--- config.mk ---
export PLATFORM = sky130hd
export DESIGN_NAME = proximity_stop_monitor_core_flat
export DESIGN_NICKNAME = d
export VERILOG_FILES = /design/src/psm_pkg.sv /design/src/psm_if.sv /design/src/psm_regs.sv /design/src/psm_front.sv /design/src/psm_queue.sv /design/src/psm_back.sv /design/src/proximity_stop_monitor_core.sv /design/src/flat_wrapper.sv
export SDC_FILE = /design/constraint.sdc
export NUM_CORES = 2
export LEC_CHECK = 0
export BUFFER_PORTS_ARGS = -buffer_cell sky130_fd_sc_hd__clkbuf_2
export CELL_PAD_IN_SITES_DETAIL_PLACEMENT = 1
export CELL_PAD_IN_SITES_GLOBAL_PLACEMENT = 1
export CORE_MARGIN = 4
export CORE_UTILIZATION = 23
export CTS_CLUSTER_SIZE = 20
export DETAILED_ROUTE_END_ITERATION = 6
export PLACE_DENSITY = 0.5
export SYNTH_ARGS = -nofsm -noshare
export SYNTH_HDL_FRONTEND = slang
export SYNTH_HIERARCHICAL = 1
export SYNTH_SLANG_ARGS = --single-unit
--- constraint.sdc ---
create_clock -name clk -period 7.7 [get_ports clk]
set_input_delay 0.77 -clock clk [delete_from_list [all_inputs] [get_ports clk]]
set_output_delay 0.77 -clock clk [all_outputs]
set_load 0.03 [all_outputs]
--- src/psm_pkg.sv ---
// Package for the proximity stop monitor: shared constants, codes and types.
// Depends on nothing; every other file of the block imports it.
package psm_pkg;

    localparam int DEF_COORD_BITS = 20;
    localparam int DEF_TIME_BITS  = 32;
    localparam int NOW_BITS       = 32;
    localparam int HYST_BITS      = 19;
    localparam int CLEAR_BITS     = 20;
    localparam int CFG_DATA_BITS  = 32;
    localparam int CFG_ADDR_BITS  = 5;
    localparam int QUEUE_DEPTH    = 4;

    localparam int RST_FRONT_MM  = 4000;
    localparam int RST_REAR_MM   = -1000;
    localparam int RST_LEFT_MM   = 1000;
    localparam int RST_RIGHT_MM  = -1000;
    localparam int RST_HYST_MM   = 300;
    localparam int RST_CLEAR_MS  = 2000;

    typedef enum logic {
        KIND_POINT = 1'b0,
        KIND_EVAL  = 1'b1
    } kind_t;

    typedef enum logic {
        MODE_PASS = 1'b0,
        MODE_STOP = 1'b1
    } mode_t;

    typedef enum logic [1:0] {
        CMD_NONE     = 2'd0,
        CMD_SET_ZERO = 2'd1,
        CMD_CLEAR    = 2'd2
    } cmd_t;

    typedef enum logic [2:0] {
        REG_FRONT  = 3'd0,
        REG_REAR   = 3'd1,
        REG_LEFT   = 3'd2,
        REG_RIGHT  = 3'd3,
        REG_HYST   = 3'd4,
        REG_CLEAR  = 3'd5,
        REG_ENABLE = 3'd6
    } reg_idx_t;

    // Settings that do not scale with the coordinate width.
    typedef struct packed {
        logic [HYST_BITS-1:0]  hysteresis_mm;
        logic [CLEAR_BITS-1:0] clear_time_ms;
        logic                  cloud_enable;
    } psm_ctl_t;

endpackage

--- src/psm_if.sv ---
// Valid/ready channel interfaces for point/evaluate items and result items.
// Depends on psm_pkg.
interface psm_sample_if
    import psm_pkg::*;
#(
    parameter int COORD_BITS = DEF_COORD_BITS
) ();
    logic                         valid;
    logic                         ready;
    logic                         kind;
    logic signed [COORD_BITS-1:0] x_mm;
    logic signed [COORD_BITS-1:0] y_mm;
    logic                         vehicle_stopped;
    logic [NOW_BITS-1:0]          now_ms;

    modport source (output valid, kind, x_mm, y_mm, vehicle_stopped, now_ms, input ready);
    modport sink (input valid, kind, x_mm, y_mm, vehicle_stopped, now_ms, output ready);
endinterface

interface psm_report_if
    import psm_pkg::*;
#(
    parameter int COORD_BITS = DEF_COORD_BITS
) ();
    logic                         valid;
    logic                         ready;
    logic                         stop_state;
    logic [1:0]                   command;
    logic                         obstacle_present;
    logic signed [COORD_BITS-1:0] nearest_x_mm;
    logic signed [COORD_BITS-1:0] nearest_y_mm;
    logic [2*COORD_BITS:0]        nearest_dist_sq;

    modport source (output valid, stop_state, command, obstacle_present, nearest_x_mm,
                    nearest_y_mm, nearest_dist_sq, input ready);
    modport sink (input valid, stop_state, command, obstacle_present, nearest_x_mm,
                  nearest_y_mm, nearest_dist_sq, output ready);
endinterface

--- src/psm_regs.sv ---
// Configuration register file behind an APB-style port.
// Depends on psm_pkg.
module psm_regs
    import psm_pkg::*;
#(
    parameter int COORD_BITS = DEF_COORD_BITS
) (
    input  logic                         clk,
    input  logic                         rst_n,
    input  logic                         psel,
    input  logic                         penable,
    input  logic                         pwrite,
    input  logic [CFG_ADDR_BITS-1:0]     paddr,
    input  logic [CFG_DATA_BITS-1:0]     pwdata,
    output logic [CFG_DATA_BITS-1:0]     prdata,
    output logic                         pready,
    output logic signed [COORD_BITS-1:0] front_mm,
    output logic signed [COORD_BITS-1:0] rear_mm,
    output logic signed [COORD_BITS-1:0] left_mm,
    output logic signed [COORD_BITS-1:0] right_mm,
    output psm_ctl_t                     ctl
);

    localparam int EXT_BITS = CFG_DATA_BITS - COORD_BITS;

    logic signed [COORD_BITS-1:0] front_reg;
    logic signed [COORD_BITS-1:0] rear_reg;
    logic signed [COORD_BITS-1:0] left_reg;
    logic signed [COORD_BITS-1:0] right_reg;
    logic [HYST_BITS-1:0]         hyst_reg;
    logic [CLEAR_BITS-1:0]        clear_reg;
    logic                         enable_reg;
    reg_idx_t                     idx;
    logic                         wr_en;

    assign idx    = reg_idx_t'(paddr[CFG_ADDR_BITS-1:2]);
    assign wr_en  = psel && penable && pwrite;
    assign pready = 1'b1;

    always_ff @(posedge clk or negedge rst_n)
    begin
        if (!rst_n)
        begin
            front_reg  <= COORD_BITS'(RST_FRONT_MM);
            rear_reg   <= COORD_BITS'(RST_REAR_MM);
            left_reg   <= COORD_BITS'(RST_LEFT_MM);
            right_reg  <= COORD_BITS'(RST_RIGHT_MM);
            hyst_reg   <= HYST_BITS'(RST_HYST_MM);
            clear_reg  <= CLEAR_BITS'(RST_CLEAR_MS);
            enable_reg <= 1'b1;
        end
        else if (wr_en)
        begin
            case (idx)
                REG_FRONT:  front_reg  <= pwdata[COORD_BITS-1:0];
                REG_REAR:   rear_reg   <= pwdata[COORD_BITS-1:0];
                REG_LEFT:   left_reg   <= pwdata[COORD_BITS-1:0];
                REG_RIGHT:  right_reg  <= pwdata[COORD_BITS-1:0];
                REG_HYST:   hyst_reg   <= pwdata[HYST_BITS-1:0];
                REG_CLEAR:  clear_reg  <= pwdata[CLEAR_BITS-1:0];
                REG_ENABLE: enable_reg <= pwdata[0];
                default:    ;
            endcase
        end
    end

    always_comb
    begin
        case (idx)
            REG_FRONT:  prdata = {{EXT_BITS{front_reg[COORD_BITS-1]}}, front_reg};
            REG_REAR:   prdata = {{EXT_BITS{rear_reg[COORD_BITS-1]}}, rear_reg};
            REG_LEFT:   prdata = {{EXT_BITS{left_reg[COORD_BITS-1]}}, left_reg};
            REG_RIGHT:  prdata = {{EXT_BITS{right_reg[COORD_BITS-1]}}, right_reg};
            REG_HYST:   prdata = CFG_DATA_BITS'(hyst_reg);
            REG_CLEAR:  prdata = CFG_DATA_BITS'(clear_reg);
            REG_ENABLE: prdata = CFG_DATA_BITS'(enable_reg);
            default:    prdata = '0;
        endcase
    end

    assign front_mm          = front_reg;
    assign rear_mm           = rear_reg;
    assign left_mm           = left_reg;
    assign right_mm          = right_reg;
    assign ctl.hysteresis_mm = hyst_reg;
    assign ctl.clear_time_ms = clear_reg;
    assign ctl.cloud_enable  = enable_reg;

endmodule

--- src/psm_front.sv ---
// Front end: accepts items, drops points while the cloud is disabled, and
// works out the per-axis gaps to the ego rectangle. Depends on psm_pkg, psm_if.
module psm_front
    import psm_pkg::*;
#(
    parameter int COORD_BITS = DEF_COORD_BITS,
    parameter int TIME_BITS  = DEF_TIME_BITS,
    parameter int ENTRY_BITS = 4 * COORD_BITS + 4 + TIME_BITS
) (
    psm_sample_if.sink                   sample,
    input  logic signed [COORD_BITS-1:0] front_mm,
    input  logic signed [COORD_BITS-1:0] rear_mm,
    input  logic signed [COORD_BITS-1:0] left_mm,
    input  logic signed [COORD_BITS-1:0] right_mm,
    input  psm_ctl_t                     ctl,
    input  logic                         q_full,
    output logic                         q_push,
    output logic [ENTRY_BITS-1:0]        q_data
);

    localparam int GAP_BITS = COORD_BITS + 1;

    logic [GAP_BITS-1:0] gap_x;
    logic [GAP_BITS-1:0] gap_y;
    logic signed [GAP_BITS-1:0] x_ext, y_ext, fr_ext, re_ext, le_ext, ri_ext;

    assign x_ext  = {sample.x_mm[COORD_BITS-1], sample.x_mm};
    assign y_ext  = {sample.y_mm[COORD_BITS-1], sample.y_mm};
    assign fr_ext = {front_mm[COORD_BITS-1], front_mm};
    assign re_ext = {rear_mm[COORD_BITS-1], rear_mm};
    assign le_ext = {left_mm[COORD_BITS-1], left_mm};
    assign ri_ext = {right_mm[COORD_BITS-1], right_mm};

    // The upper edge is tested first, so swapped limits still give one gap.
    always_comb
    begin
        if (x_ext > fr_ext)
            gap_x = x_ext - fr_ext;
        else if (x_ext < re_ext)
            gap_x = re_ext - x_ext;
        else
            gap_x = '0;

        if (y_ext > le_ext)
            gap_y = y_ext - le_ext;
        else if (y_ext < ri_ext)
            gap_y = ri_ext - y_ext;
        else
            gap_y = '0;
    end

    assign sample.ready = !q_full;
    assign q_push = sample.valid && !q_full &&
                    ((sample.kind == KIND_EVAL) || ctl.cloud_enable);
    assign q_data = {sample.kind, sample.x_mm, sample.y_mm, gap_x, gap_y,
                     sample.vehicle_stopped, TIME_BITS'(sample.now_ms)};

endmodule

--- src/psm_queue.sv ---
// Short FIFO between the front end and the tracker back end.
// Depends on psm_pkg for the default depth.
module psm_queue
    import psm_pkg::*;
#(
    parameter int WIDTH = 8,
    parameter int DEPTH = QUEUE_DEPTH
) (
    input  logic             clk,
    input  logic             rst_n,
    input  logic             push,
    input  logic [WIDTH-1:0] push_data,
    output logic             full,
    input  logic             pop,
    output logic             not_empty,
    output logic [WIDTH-1:0] pop_data
);

    localparam int PTR_BITS = (DEPTH > 1) ? $clog2(DEPTH) : 1;
    localparam int CNT_BITS = $clog2(DEPTH + 1);

    logic [WIDTH-1:0]    mem [DEPTH];
    logic [PTR_BITS-1:0] wr_ptr_reg, wr_ptr_next;
    logic [PTR_BITS-1:0] rd_ptr_reg, rd_ptr_next;
    logic [CNT_BITS-1:0] count_reg, count_next;

    assign full      = (count_reg == CNT_BITS'(DEPTH));
    assign not_empty = (count_reg != '0);
    assign pop_data  = mem[rd_ptr_reg];

    always_comb
    begin
        wr_ptr_next = wr_ptr_reg;
        rd_ptr_next = rd_ptr_reg;
        count_next  = count_reg;
        if (push)
            wr_ptr_next = (wr_ptr_reg == PTR_BITS'(DEPTH - 1)) ? '0 : wr_ptr_reg + 1'b1;
        if (pop)
            rd_ptr_next = (rd_ptr_reg == PTR_BITS'(DEPTH - 1)) ? '0 : rd_ptr_reg + 1'b1;
        if (push && !pop)
            count_next = count_reg + 1'b1;
        else if (pop && !push)
            count_next = count_reg - 1'b1;
    end

    always_ff @(posedge clk or negedge rst_n)
    begin
        if (!rst_n)
        begin
            wr_ptr_reg <= '0;
            rd_ptr_reg <= '0;
            count_reg  <= '0;
        end
        else
        begin
            wr_ptr_reg <= wr_ptr_next;
            rd_ptr_reg <= rd_ptr_next;
            count_reg  <= count_next;
        end
    end

    always_ff @(posedge clk)
    begin
        if (push)
            mem[wr_ptr_reg] <= push_data;
    end

endmodule

--- src/psm_back.sv ---
// Back end: squares the gaps, tracks the nearest point, runs the pass/stop
// machine on evaluate items and holds the result register. Depends on psm_pkg, psm_if.
module psm_back
    import psm_pkg::*;
#(
    parameter int COORD_BITS = DEF_COORD_BITS,
    parameter int TIME_BITS  = DEF_TIME_BITS,
    parameter int ENTRY_BITS = 4 * COORD_BITS + 4 + TIME_BITS
) (
    input  logic                  clk,
    input  logic                  rst_n,
    input  psm_ctl_t              ctl,
    input  logic                  q_valid,
    input  logic [ENTRY_BITS-1:0] q_data,
    output logic                  q_pop,
    psm_report_if.source          report
);

    localparam int GAP_BITS  = COORD_BITS + 1;
    localparam int SQ_BITS   = 2 * GAP_BITS;
    localparam int DIST_BITS = SQ_BITS + 1;
    localparam int OUT_BITS  = 2 * COORD_BITS + 1;
    localparam int HSQ_BITS  = 2 * HYST_BITS;
    localparam int EL_BITS   = (TIME_BITS > CLEAR_BITS) ? TIME_BITS : CLEAR_BITS;

    // Queue entry fields.
    logic                         e_kind;
    logic signed [COORD_BITS-1:0] e_x, e_y;
    logic [GAP_BITS-1:0]          e_gx, e_gy;
    logic                         e_stopped;
    logic [TIME_BITS-1:0]         e_now;

    assign {e_kind, e_x, e_y, e_gx, e_gy, e_stopped, e_now} = q_data;

    // Square stage.
    logic                         a_valid_reg;
    logic                         a_kind_reg;
    logic signed [COORD_BITS-1:0] a_x_reg, a_y_reg;
    logic [SQ_BITS-1:0]           a_sqx_reg, a_sqy_reg;
    logic                         a_stopped_reg;
    logic [TIME_BITS-1:0]         a_now_reg;
    logic [SQ_BITS-1:0]           sqx, sqy;

    // Tracker and stop machine.
    mode_t                        mode_reg, mode_next;
    logic [TIME_BITS-1:0]         seen_reg, seen_next;
    logic                         seen_valid_reg, seen_valid_next;
    logic [DIST_BITS-1:0]         best_dist_reg, best_dist_next;
    logic signed [COORD_BITS-1:0] best_x_reg, best_x_next;
    logic signed [COORD_BITS-1:0] best_y_reg, best_y_next;
    logic                         best_valid_reg, best_valid_next;
    logic [HSQ_BITS-1:0]          hyst_sq_reg;

    // Result register.
    logic                         out_valid_reg, out_valid_next;
    mode_t                        out_mode_reg, out_mode_next;
    cmd_t                         out_cmd_reg, out_cmd_next;
    logic                         out_present_reg, out_present_next;
    logic signed [COORD_BITS-1:0] out_x_reg, out_x_next;
    logic signed [COORD_BITS-1:0] out_y_reg, out_y_next;
    logic [OUT_BITS-1:0]          out_dist_reg, out_dist_next;

    logic                 take, a_ready, is_eval;
    logic [DIST_BITS-1:0] pt_dist;
    logic                 found, fresh, required;
    logic [TIME_BITS-1:0] elapsed;
    cmd_t                 cmd;

    assign sqx = e_gx * e_gx;
    assign sqy = e_gy * e_gy;

    assign is_eval = (a_kind_reg == KIND_EVAL);
    // A point never waits; an evaluate item needs a free result register.
    assign take    = a_valid_reg && (!is_eval || !out_valid_reg || report.ready);
    assign a_ready = !a_valid_reg || take;
    assign q_pop   = q_valid && a_ready;

    assign pt_dist = DIST_BITS'(a_sqx_reg) + DIST_BITS'(a_sqy_reg);
    assign elapsed = a_now_reg - seen_reg;
    assign fresh   = seen_valid_reg && (EL_BITS'(elapsed) <= EL_BITS'(ctl.clear_time_ms));

    always_comb
    begin
        if (mode_reg == MODE_PASS)
            found = best_valid_reg && (best_dist_reg == '0);
        else
            found = best_valid_reg && (best_dist_reg < DIST_BITS'(hyst_sq_reg));
    end

    always_comb
    begin
        mode_next        = mode_reg;
        seen_next        = seen_reg;
        seen_valid_next  = seen_valid_reg;
        best_dist_next   = best_dist_reg;
        best_x_next      = best_x_reg;
        best_y_next      = best_y_reg;
        best_valid_next  = best_valid_reg;
        out_valid_next   = out_valid_reg && !report.ready;
        out_mode_next    = out_mode_reg;
        out_cmd_next     = out_cmd_reg;
        out_present_next = out_present_reg;
        out_x_next       = out_x_reg;
        out_y_next       = out_y_reg;
        out_dist_next    = out_dist_reg;
        required         = 1'b0;
        cmd              = CMD_NONE;

        if (a_stopped_reg)
        begin
            if (found)
            begin
                required        = 1'b1;
                seen_next       = a_now_reg;
                seen_valid_next = 1'b1;
            end
            else if (mode_reg == MODE_STOP)
            begin
                if (fresh)
                    required = 1'b1;
                else
                    seen_valid_next = 1'b0;
            end
        end

        case (mode_reg)
            MODE_PASS:
            begin
                if (required)
                    cmd = CMD_SET_ZERO;
            end
            MODE_STOP:
            begin
                if (!required)
                    cmd = CMD_CLEAR;
            end
            default: cmd = CMD_NONE;
        endcase

        if (take && is_eval)
        begin
            mode_next        = required ? MODE_STOP : MODE_PASS;
            out_valid_next   = 1'b1;
            out_mode_next    = required ? MODE_STOP : MODE_PASS;
            out_cmd_next     = cmd;
            out_present_next = best_valid_reg;
            out_x_next       = best_valid_reg ? best_x_reg : '0;
            out_y_next       = best_valid_reg ? best_y_reg : '0;
            out_dist_next    = best_valid_reg ? best_dist_reg[OUT_BITS-1:0] : '0;
            best_valid_next  = 1'b0;
        end
        else
        begin
            // The sighting only moves on an evaluate item.
            mode_next       = mode_reg;
            seen_next       = seen_reg;
            seen_valid_next = seen_valid_reg;
            if (take && (!best_valid_reg || pt_dist < best_dist_reg))
            begin
                best_dist_next  = pt_dist;
                best_x_next     = a_x_reg;
                best_y_next     = a_y_reg;
                best_valid_next = 1'b1;
            end
        end
    end

    always_ff @(posedge clk or negedge rst_n)
    begin
        if (!rst_n)
        begin
            a_valid_reg    <= 1'b0;
            mode_reg       <= MODE_PASS;
            seen_reg       <= '0;
            seen_valid_reg <= 1'b0;
            best_valid_reg <= 1'b0;
            out_valid_reg  <= 1'b0;
        end
        else
        begin
            if (a_ready)
                a_valid_reg <= q_valid;
            mode_reg       <= mode_next;
            seen_reg       <= seen_next;
            seen_valid_reg <= seen_valid_next;
            best_valid_reg <= best_valid_next;
            out_valid_reg  <= out_valid_next;
        end
    end

    always_ff @(posedge clk)
    begin
        if (q_pop)
        begin
            a_kind_reg    <= e_kind;
            a_x_reg       <= e_x;
            a_y_reg       <= e_y;
            a_sqx_reg     <= sqx;
            a_sqy_reg     <= sqy;
            a_stopped_reg <= e_stopped;
            a_now_reg     <= e_now;
        end
        hyst_sq_reg     <= ctl.hysteresis_mm * ctl.hysteresis_mm;
        best_dist_reg   <= best_dist_next;
        best_x_reg      <= best_x_next;
        best_y_reg      <= best_y_next;
        out_mode_reg    <= out_mode_next;
        out_cmd_reg     <= out_cmd_next;
        out_present_reg <= out_present_next;
        out_x_reg       <= out_x_next;
        out_y_reg       <= out_y_next;
        out_dist_reg    <= out_dist_next;
    end

    assign report.valid            = out_valid_reg;
    assign report.stop_state       = out_mode_reg;
    assign report.command          = out_cmd_reg;
    assign report.obstacle_present = out_present_reg;
    assign report.nearest_x_mm     = out_x_reg;
    assign report.nearest_y_mm     = out_y_reg;
    assign report.nearest_dist_sq  = out_dist_reg;

endmodule

--- src/proximity_stop_monitor_core.sv ---
// Top level of the proximity stop monitor: register file, front end, queue, back end.
// Depends on psm_pkg, psm_if, psm_regs, psm_front, psm_queue and psm_back.
//
// The block takes one item per clock cycle, point or evaluate, with no stall
// of its own: a point costs two squares, a compare and a minimum update, done
// in a two-stage back end behind a four-entry queue. An accepted evaluate item
// goes through the queue and the square stage to an output register; while
// its result waits to be taken, points keep flowing in, but a second evaluate
// item waits in the back end until the register frees, and the items behind
// it then fill the queue and stall the input. Points are measured against the
// ego rectangle set by the limit registers. The user writes configuration over
// the APB port only while no item is in flight; the block does not enforce it.
module proximity_stop_monitor_core
    import psm_pkg::*;
#(
    parameter int COORD_BITS = DEF_COORD_BITS,
    parameter int TIME_BITS  = DEF_TIME_BITS
) (
    input  logic                     clk,
    input  logic                     rst_n,
    psm_sample_if.sink               sample,
    psm_report_if.source             report,
    input  logic                     psel,
    input  logic                     penable,
    input  logic                     pwrite,
    input  logic [CFG_ADDR_BITS-1:0] paddr,
    input  logic [CFG_DATA_BITS-1:0] pwdata,
    output logic [CFG_DATA_BITS-1:0] prdata,
    output logic                     pready
);

    localparam int ENTRY_BITS = 4 * COORD_BITS + 4 + TIME_BITS;

    logic signed [COORD_BITS-1:0] front_mm, rear_mm, left_mm, right_mm;
    psm_ctl_t                     ctl;
    logic                         q_full, q_push, q_pop, q_valid;
    logic [ENTRY_BITS-1:0]        q_wdata, q_rdata;

    psm_regs #(
        .COORD_BITS (COORD_BITS)
    ) u_regs (
        .clk      (clk),
        .rst_n    (rst_n),
        .psel     (psel),
        .penable  (penable),
        .pwrite   (pwrite),
        .paddr    (paddr),
        .pwdata   (pwdata),
        .prdata   (prdata),
        .pready   (pready),
        .front_mm (front_mm),
        .rear_mm  (rear_mm),
        .left_mm  (left_mm),
        .right_mm (right_mm),
        .ctl      (ctl)
    );

    psm_front #(
        .COORD_BITS (COORD_BITS),
        .TIME_BITS  (TIME_BITS),
        .ENTRY_BITS (ENTRY_BITS)
    ) u_front (
        .sample   (sample),
        .front_mm (front_mm),
        .rear_mm  (rear_mm),
        .left_mm  (left_mm),
        .right_mm (right_mm),
        .ctl      (ctl),
        .q_full   (q_full),
        .q_push   (q_push),
        .q_data   (q_wdata)
    );

    psm_queue #(
        .WIDTH (ENTRY_BITS),
        .DEPTH (QUEUE_DEPTH)
    ) u_queue (
        .clk       (clk),
        .rst_n     (rst_n),
        .push      (q_push),
        .push_data (q_wdata),
        .full      (q_full),
        .pop       (q_pop),
        .not_empty (q_valid),
        .pop_data  (q_rdata)
    );

    psm_back #(
        .COORD_BITS (COORD_BITS),
        .TIME_BITS  (TIME_BITS),
        .ENTRY_BITS (ENTRY_BITS)
    ) u_back (
        .clk     (clk),
        .rst_n   (rst_n),
        .ctl     (ctl),
        .q_valid (q_valid),
        .q_data  (q_rdata),
        .q_pop   (q_pop),
        .report  (report)
    );

endmodule

--- src/flat_wrapper.sv ---
// flat-port wrapper written by rule: the top's interface ports become plain ports
module proximity_stop_monitor_core_flat import psm_pkg::*;
#(
    parameter int COORD_BITS = DEF_COORD_BITS,
    parameter int TIME_BITS  = DEF_TIME_BITS
)
  (clk, rst_n, psel, penable, pwrite, paddr, pwdata, prdata, pready, sample_valid, sample_kind, sample_x_mm, sample_y_mm, sample_vehicle_stopped, sample_now_ms, sample_ready, report_valid, report_stop_state, report_command, report_obstacle_present, report_nearest_x_mm, report_nearest_y_mm, report_nearest_dist_sq, report_ready);
  psm_sample_if #(.COORD_BITS(COORD_BITS)) sample_i ();
  psm_report_if #(.COORD_BITS(COORD_BITS)) report_i ();
  input  logic clk;
  input  logic rst_n;
  input  logic psel;
  input  logic penable;
  input  logic pwrite;
  input  logic [CFG_ADDR_BITS-1:0] paddr;
  input  logic [CFG_DATA_BITS-1:0] pwdata;
  output logic [CFG_DATA_BITS-1:0] prdata;
  output logic pready;
  input wire logic [$bits(sample_i.valid)-1:0] sample_valid;
  input wire logic [$bits(sample_i.kind)-1:0] sample_kind;
  input wire logic [$bits(sample_i.x_mm)-1:0] sample_x_mm;
  input wire logic [$bits(sample_i.y_mm)-1:0] sample_y_mm;
  input wire logic [$bits(sample_i.vehicle_stopped)-1:0] sample_vehicle_stopped;
  input wire logic [$bits(sample_i.now_ms)-1:0] sample_now_ms;
  output wire logic [$bits(sample_i.ready)-1:0] sample_ready;
  output wire logic [$bits(report_i.valid)-1:0] report_valid;
  output wire logic [$bits(report_i.stop_state)-1:0] report_stop_state;
  output wire logic [$bits(report_i.command)-1:0] report_command;
  output wire logic [$bits(report_i.obstacle_present)-1:0] report_obstacle_present;
  output wire logic [$bits(report_i.nearest_x_mm)-1:0] report_nearest_x_mm;
  output wire logic [$bits(report_i.nearest_y_mm)-1:0] report_nearest_y_mm;
  output wire logic [$bits(report_i.nearest_dist_sq)-1:0] report_nearest_dist_sq;
  input wire logic [$bits(report_i.ready)-1:0] report_ready;
  assign sample_i.valid = sample_valid;
  assign sample_i.kind = sample_kind;
  assign sample_i.x_mm = sample_x_mm;
  assign sample_i.y_mm = sample_y_mm;
  assign sample_i.vehicle_stopped = sample_vehicle_stopped;
  assign sample_i.now_ms = sample_now_ms;
  assign sample_ready = sample_i.ready;
  assign report_valid = report_i.valid;
  assign report_stop_state = report_i.stop_state;
  assign report_command = report_i.command;
  assign report_obstacle_present = report_i.obstacle_present;
  assign report_nearest_x_mm = report_i.nearest_x_mm;
  assign report_nearest_y_mm = report_i.nearest_y_mm;
  assign report_nearest_dist_sq = report_i.nearest_dist_sq;
  assign report_i.ready = report_ready;
  proximity_stop_monitor_core #(.COORD_BITS(COORD_BITS), .TIME_BITS(TIME_BITS)) u_core (.clk(clk), .rst_n(rst_n), .sample(sample_i), .report(report_i), .psel(psel), .penable(penable), .pwrite(pwrite), .paddr(paddr), .pwdata(pwdata), .prdata(prdata), .pready(pready));
endmodule
==> results.sh <==
export IMPL_grt_use_total_pct=13.9
export IMPL_hold_violations=0
export IMPL_syn_nets=8727
export IMPL_synth_seq_cells=989
export IMPL_die_h_um=603
export IMPL_core_um2=353000
export IMPL_async_flop_share_pct=16.6
export IMPL_fin_crit_ps=7780
export IMPL_slew_headroom_pct=24.1
export IMPL_yosysUniqueCellTypes=109
export IMPL_cts_buffer_depth=3
export IMPL_drc=0
export IMPL_violations="setup timing"
export IMPL_dr_pass1_iters=5
export IMPL_fmax_ghz=0.129
export IMPL_fin_ws_ps=-78.4
export IMPL_grtUsageMet1_pct=19.3
export IMPL_min_path_type="primary input to flop"
export IMPL_synth_edf_count=788
export IMPL_grt_overflow=0
export IMPL_largest_reg_flops=464
export IMPL_io_pins=238
export IMPL_multiInputGateArea_um2=47000
export IMPL_setup_tns_ps=-149
export IMPL_vias_per_cell=4.21
export IMPL_start_kind="flop"
export IMPL_cts_root_buf="clkbuf_16"
export IMPL_grt_busiest_layer="met2"
export IMPL_grt_use_met3_pct=2.13
export IMPL_post_route_period_util_pct=101
export IMPL_dp_hpwl_um=208000
export IMPL_grt_max_degree=120
export IMPL_clk_pin_slew_ps=60
export IMPL_critical_path_max_fanout=7
export IMPL_status="finished with violations"
export IMPL_end_kind="flop"
export IMPL_yosys_warnings=6
export IMPL_gp_congestion=0.835
export IMPL_tightest_slew_ps=1140
export IMPL_seq_area_um2=28600
export IMPL_numCtsBuffers=117
export IMPL_vias=52800
export IMPL_arrival_ps=8240
export IMPL_routedWlPerCell_um=20.2
export IMPL_avgSynthCellArea_um2=11.6
export IMPL_fin_skew_ps=100
export IMPL_numPortBuffers=222
export IMPL_grt_pass1_wl_um=385000
export IMPL_row_count=218
export IMPL_seq_area_frac_synth_pct=35.1
export IMPL_drt_iter0_drc=2209
export IMPL_dieArea_um2=364000
export IMPL_maxCapViolations=0
export IMPL_cts_tree="built"
export IMPL_rsz0062_at_grt="yes"
export IMPL_finalSetupViolCount=6
export IMPL_die_w_um=603
export IMPL_htreeDepth=3
export IMPL_initial_utilization_pct=23.1
export IMPL_worst_skew_pair_late_latency_ps=810
export IMPL_use_met2_pct=22.8
export IMPL_crit_type="flop to flop"
export IMPL_final_max_slew_viol_count=0
export IMPL_netlist_instances=7045
export IMPL_drive_gt1_share_pct=21.3
export IMPL_grt_pass1_vias=59900
export IMPL_ant_nets=0
export IMPL_required_ps=8170
export IMPL_syn_area_um2=81400
export IMPL_wl_um=254000
export IMPL_antenna_found_initial=46
export IMPL_final_fill_count=39200
export IMPL_clock_sinks=989
export IMPL_fin_nets=9380
export IMPL_synthFlopType="edfxtp_1"
export IMPL_post_route_util_pct=27.6
export IMPL_areaGrowthSynthToFinish_pct=19.6
export IMPL_place_ws_ps=-810
[repair_timing]
item                                    CTS  global route
hold buffers                              1             0
pin swaps                               166           131
cloned                                    1             0
endpoints found under the hold margin    38             0
gates resized for setup                 234           130
endpoints found under the setup margin   29            31
setup buffers                            77            24
[final cells by class]
type	count	area share (%)
diodes	17	0.0437
clock buffers	133	3.07
clock inverters	90	1.23
inverters	1433	5.54
multi-input cells	4337	48.2
flip-flops and latches	989	29.3
well taps	4730	6.08
repair buffers	820	6.46
[kinds of logic (layout without fill, tap and decap cells)]
family          count (synthesis)  in the layout  share of synthesized area [%]
simple gates                 1347           1347                           8.24
fa+ha+maj                    1564           1564                           32.1
xor+xnor                      249            249                           2.68
compound gates                841            841                           7.07
other cells                     1             18                        0.00461
flops                         989            989                           35.1
buf+inv                      1720           2476                           8.55
mux                           334            335                           6.27
[worst max-delay path: stages, from the launching register on]
cell and delay [ps]:
dfrtp_4 500, buf_12 160, buf_12 140, buf_8 120, mux4_2 450, buf_12 170
buf_12 150, and2_1 200, fa_1 520, inv_1 50, fa_1 470, fa_1 530
inv_1 60, fa_1 550, fa_1 430, fa_1 520, fa_1 430, ha_1 310
a21o_1 170, a21o_1 170, a21o_1 190, a32oi_2 210, nand4b_1 200, a21boi_2 280
o21ai_2 120, a21o_1 190, a21oi_2 140, xnor2_1 80
[per-stage QoR]
| stage | cell area, µm² | hold WS [ps] | cells |
|---|---|---|---|
| 2_1_floorplan | 81500 | 400 | 7045 |
| 3_3_place_gp | 91100 | 403 | 12200 |
| 3_5_place_dp | 91100 | 409 | 12200 |
| 4_1_cts | 96800 | 92.6 | 12500 |
| 5_1_grt | 97400 | 126 | 12500 |
| 6_report | 97400 | 176 | 12500 |
[Yosys cell counts (8+ instances only)]
library cell / count / area, µm²
a211oi_1: 22 / 165
a21boi_0: 8 / 60.1
a21o_1: 139 / 1040
a21oi_1: 230 / 1150
a221oi_1: 14 / 123
a31oi_1: 21 / 131
and2_1: 343 / 2150
and3_1: 14 / 87.6
and4_1: 10 / 87.6
buf_2: 27 / 135
buf_4: 99 / 743
buf_6: 13 / 146
clkbuf_1: 144 / 541
dfrtp_1: 117 / 2930
dfstp_2: 47 / 1230
dfxtp_1: 37 / 741
edfxtp_1: 788 / 23700
fa_1: 876 / 17500
ha_1: 688 / 8610
inv_1: 1433 / 5380
mux2_2: 155 / 1750
mux2_4: 20 / 300
mux2i_1: 42 / 420
mux4_2: 117 / 2640
nand2_1: 440 / 1650
nand2b_1: 38 / 238
nand3_1: 58 / 290
nand4_1: 46 / 288
nor2_1: 234 / 878
nor2b_1: 48 / 300
nor3_1: 45 / 225
nor4_1: 16 / 100
o211ai_1: 15 / 113
o21a_1: 62 / 465
o21ai_0: 118 / 591
o21ai_1: 8 / 40.0
o21bai_1: 34 / 255
o22ai_1: 38 / 238
o31a_1: 10 / 87.6
or2_2: 15 / 93.8
or3_1: 15 / 93.8
xnor2_1: 149 / 1310
xor2_1: 100 / 876
[routing by layer]
metal  wire length, µm  part of all wire [%]
met1            121000                    48
met2            118000                    46
met3              9510                   3.7
met4              6000                   2.4
met5               180                 0.071
[layout by cell type, fill, tap and decap left out, drive strengths merged, types with 47 or more instances in the layout]
master     n
nor2     235
mux4     118
nor2b     48
clkinv    49
clkbuf   354
inv     1437
xnor2    149
o21ai    127
nand3     58
a21o     139
and2     344
dfrtp    117
buf      598
xor2     100
nand2    441
ha       688
dfstp     47
o21a      62
mux2     175
fa       876
edfxtp   788
a21oi    231
[worst paths after layout]
kind | to | start | cells past startpoint | slack, ps
setup / recovery | u_core/u_back/a_sqx_reg[35] | u_core/u_queue/rd_ptr_reg[0] | 27 | -80
hold / removal | u_core/u_queue/mem[3][18] | sample_now_ms[18] | 1 | 180
setup reg to reg | u_core/u_back/a_sqx_reg[35] | u_core/u_queue/rd_ptr_reg[0] | 27 | -80
hold reg to reg | u_core/u_back/best_x_reg[11] | u_core/u_back/a_x_reg[11] | 0 | 370
max in group asynchronous | u_core/u_back/best_valid_reg | rst_n | 3 | 5750
min in group asynchronous | u_core/u_back/report.valid | rst_n | 2 | 440
Power is left out: the tool's default activity adds up to more than one toggle a clock period on the data nets, which glitch-free logic cannot reach.
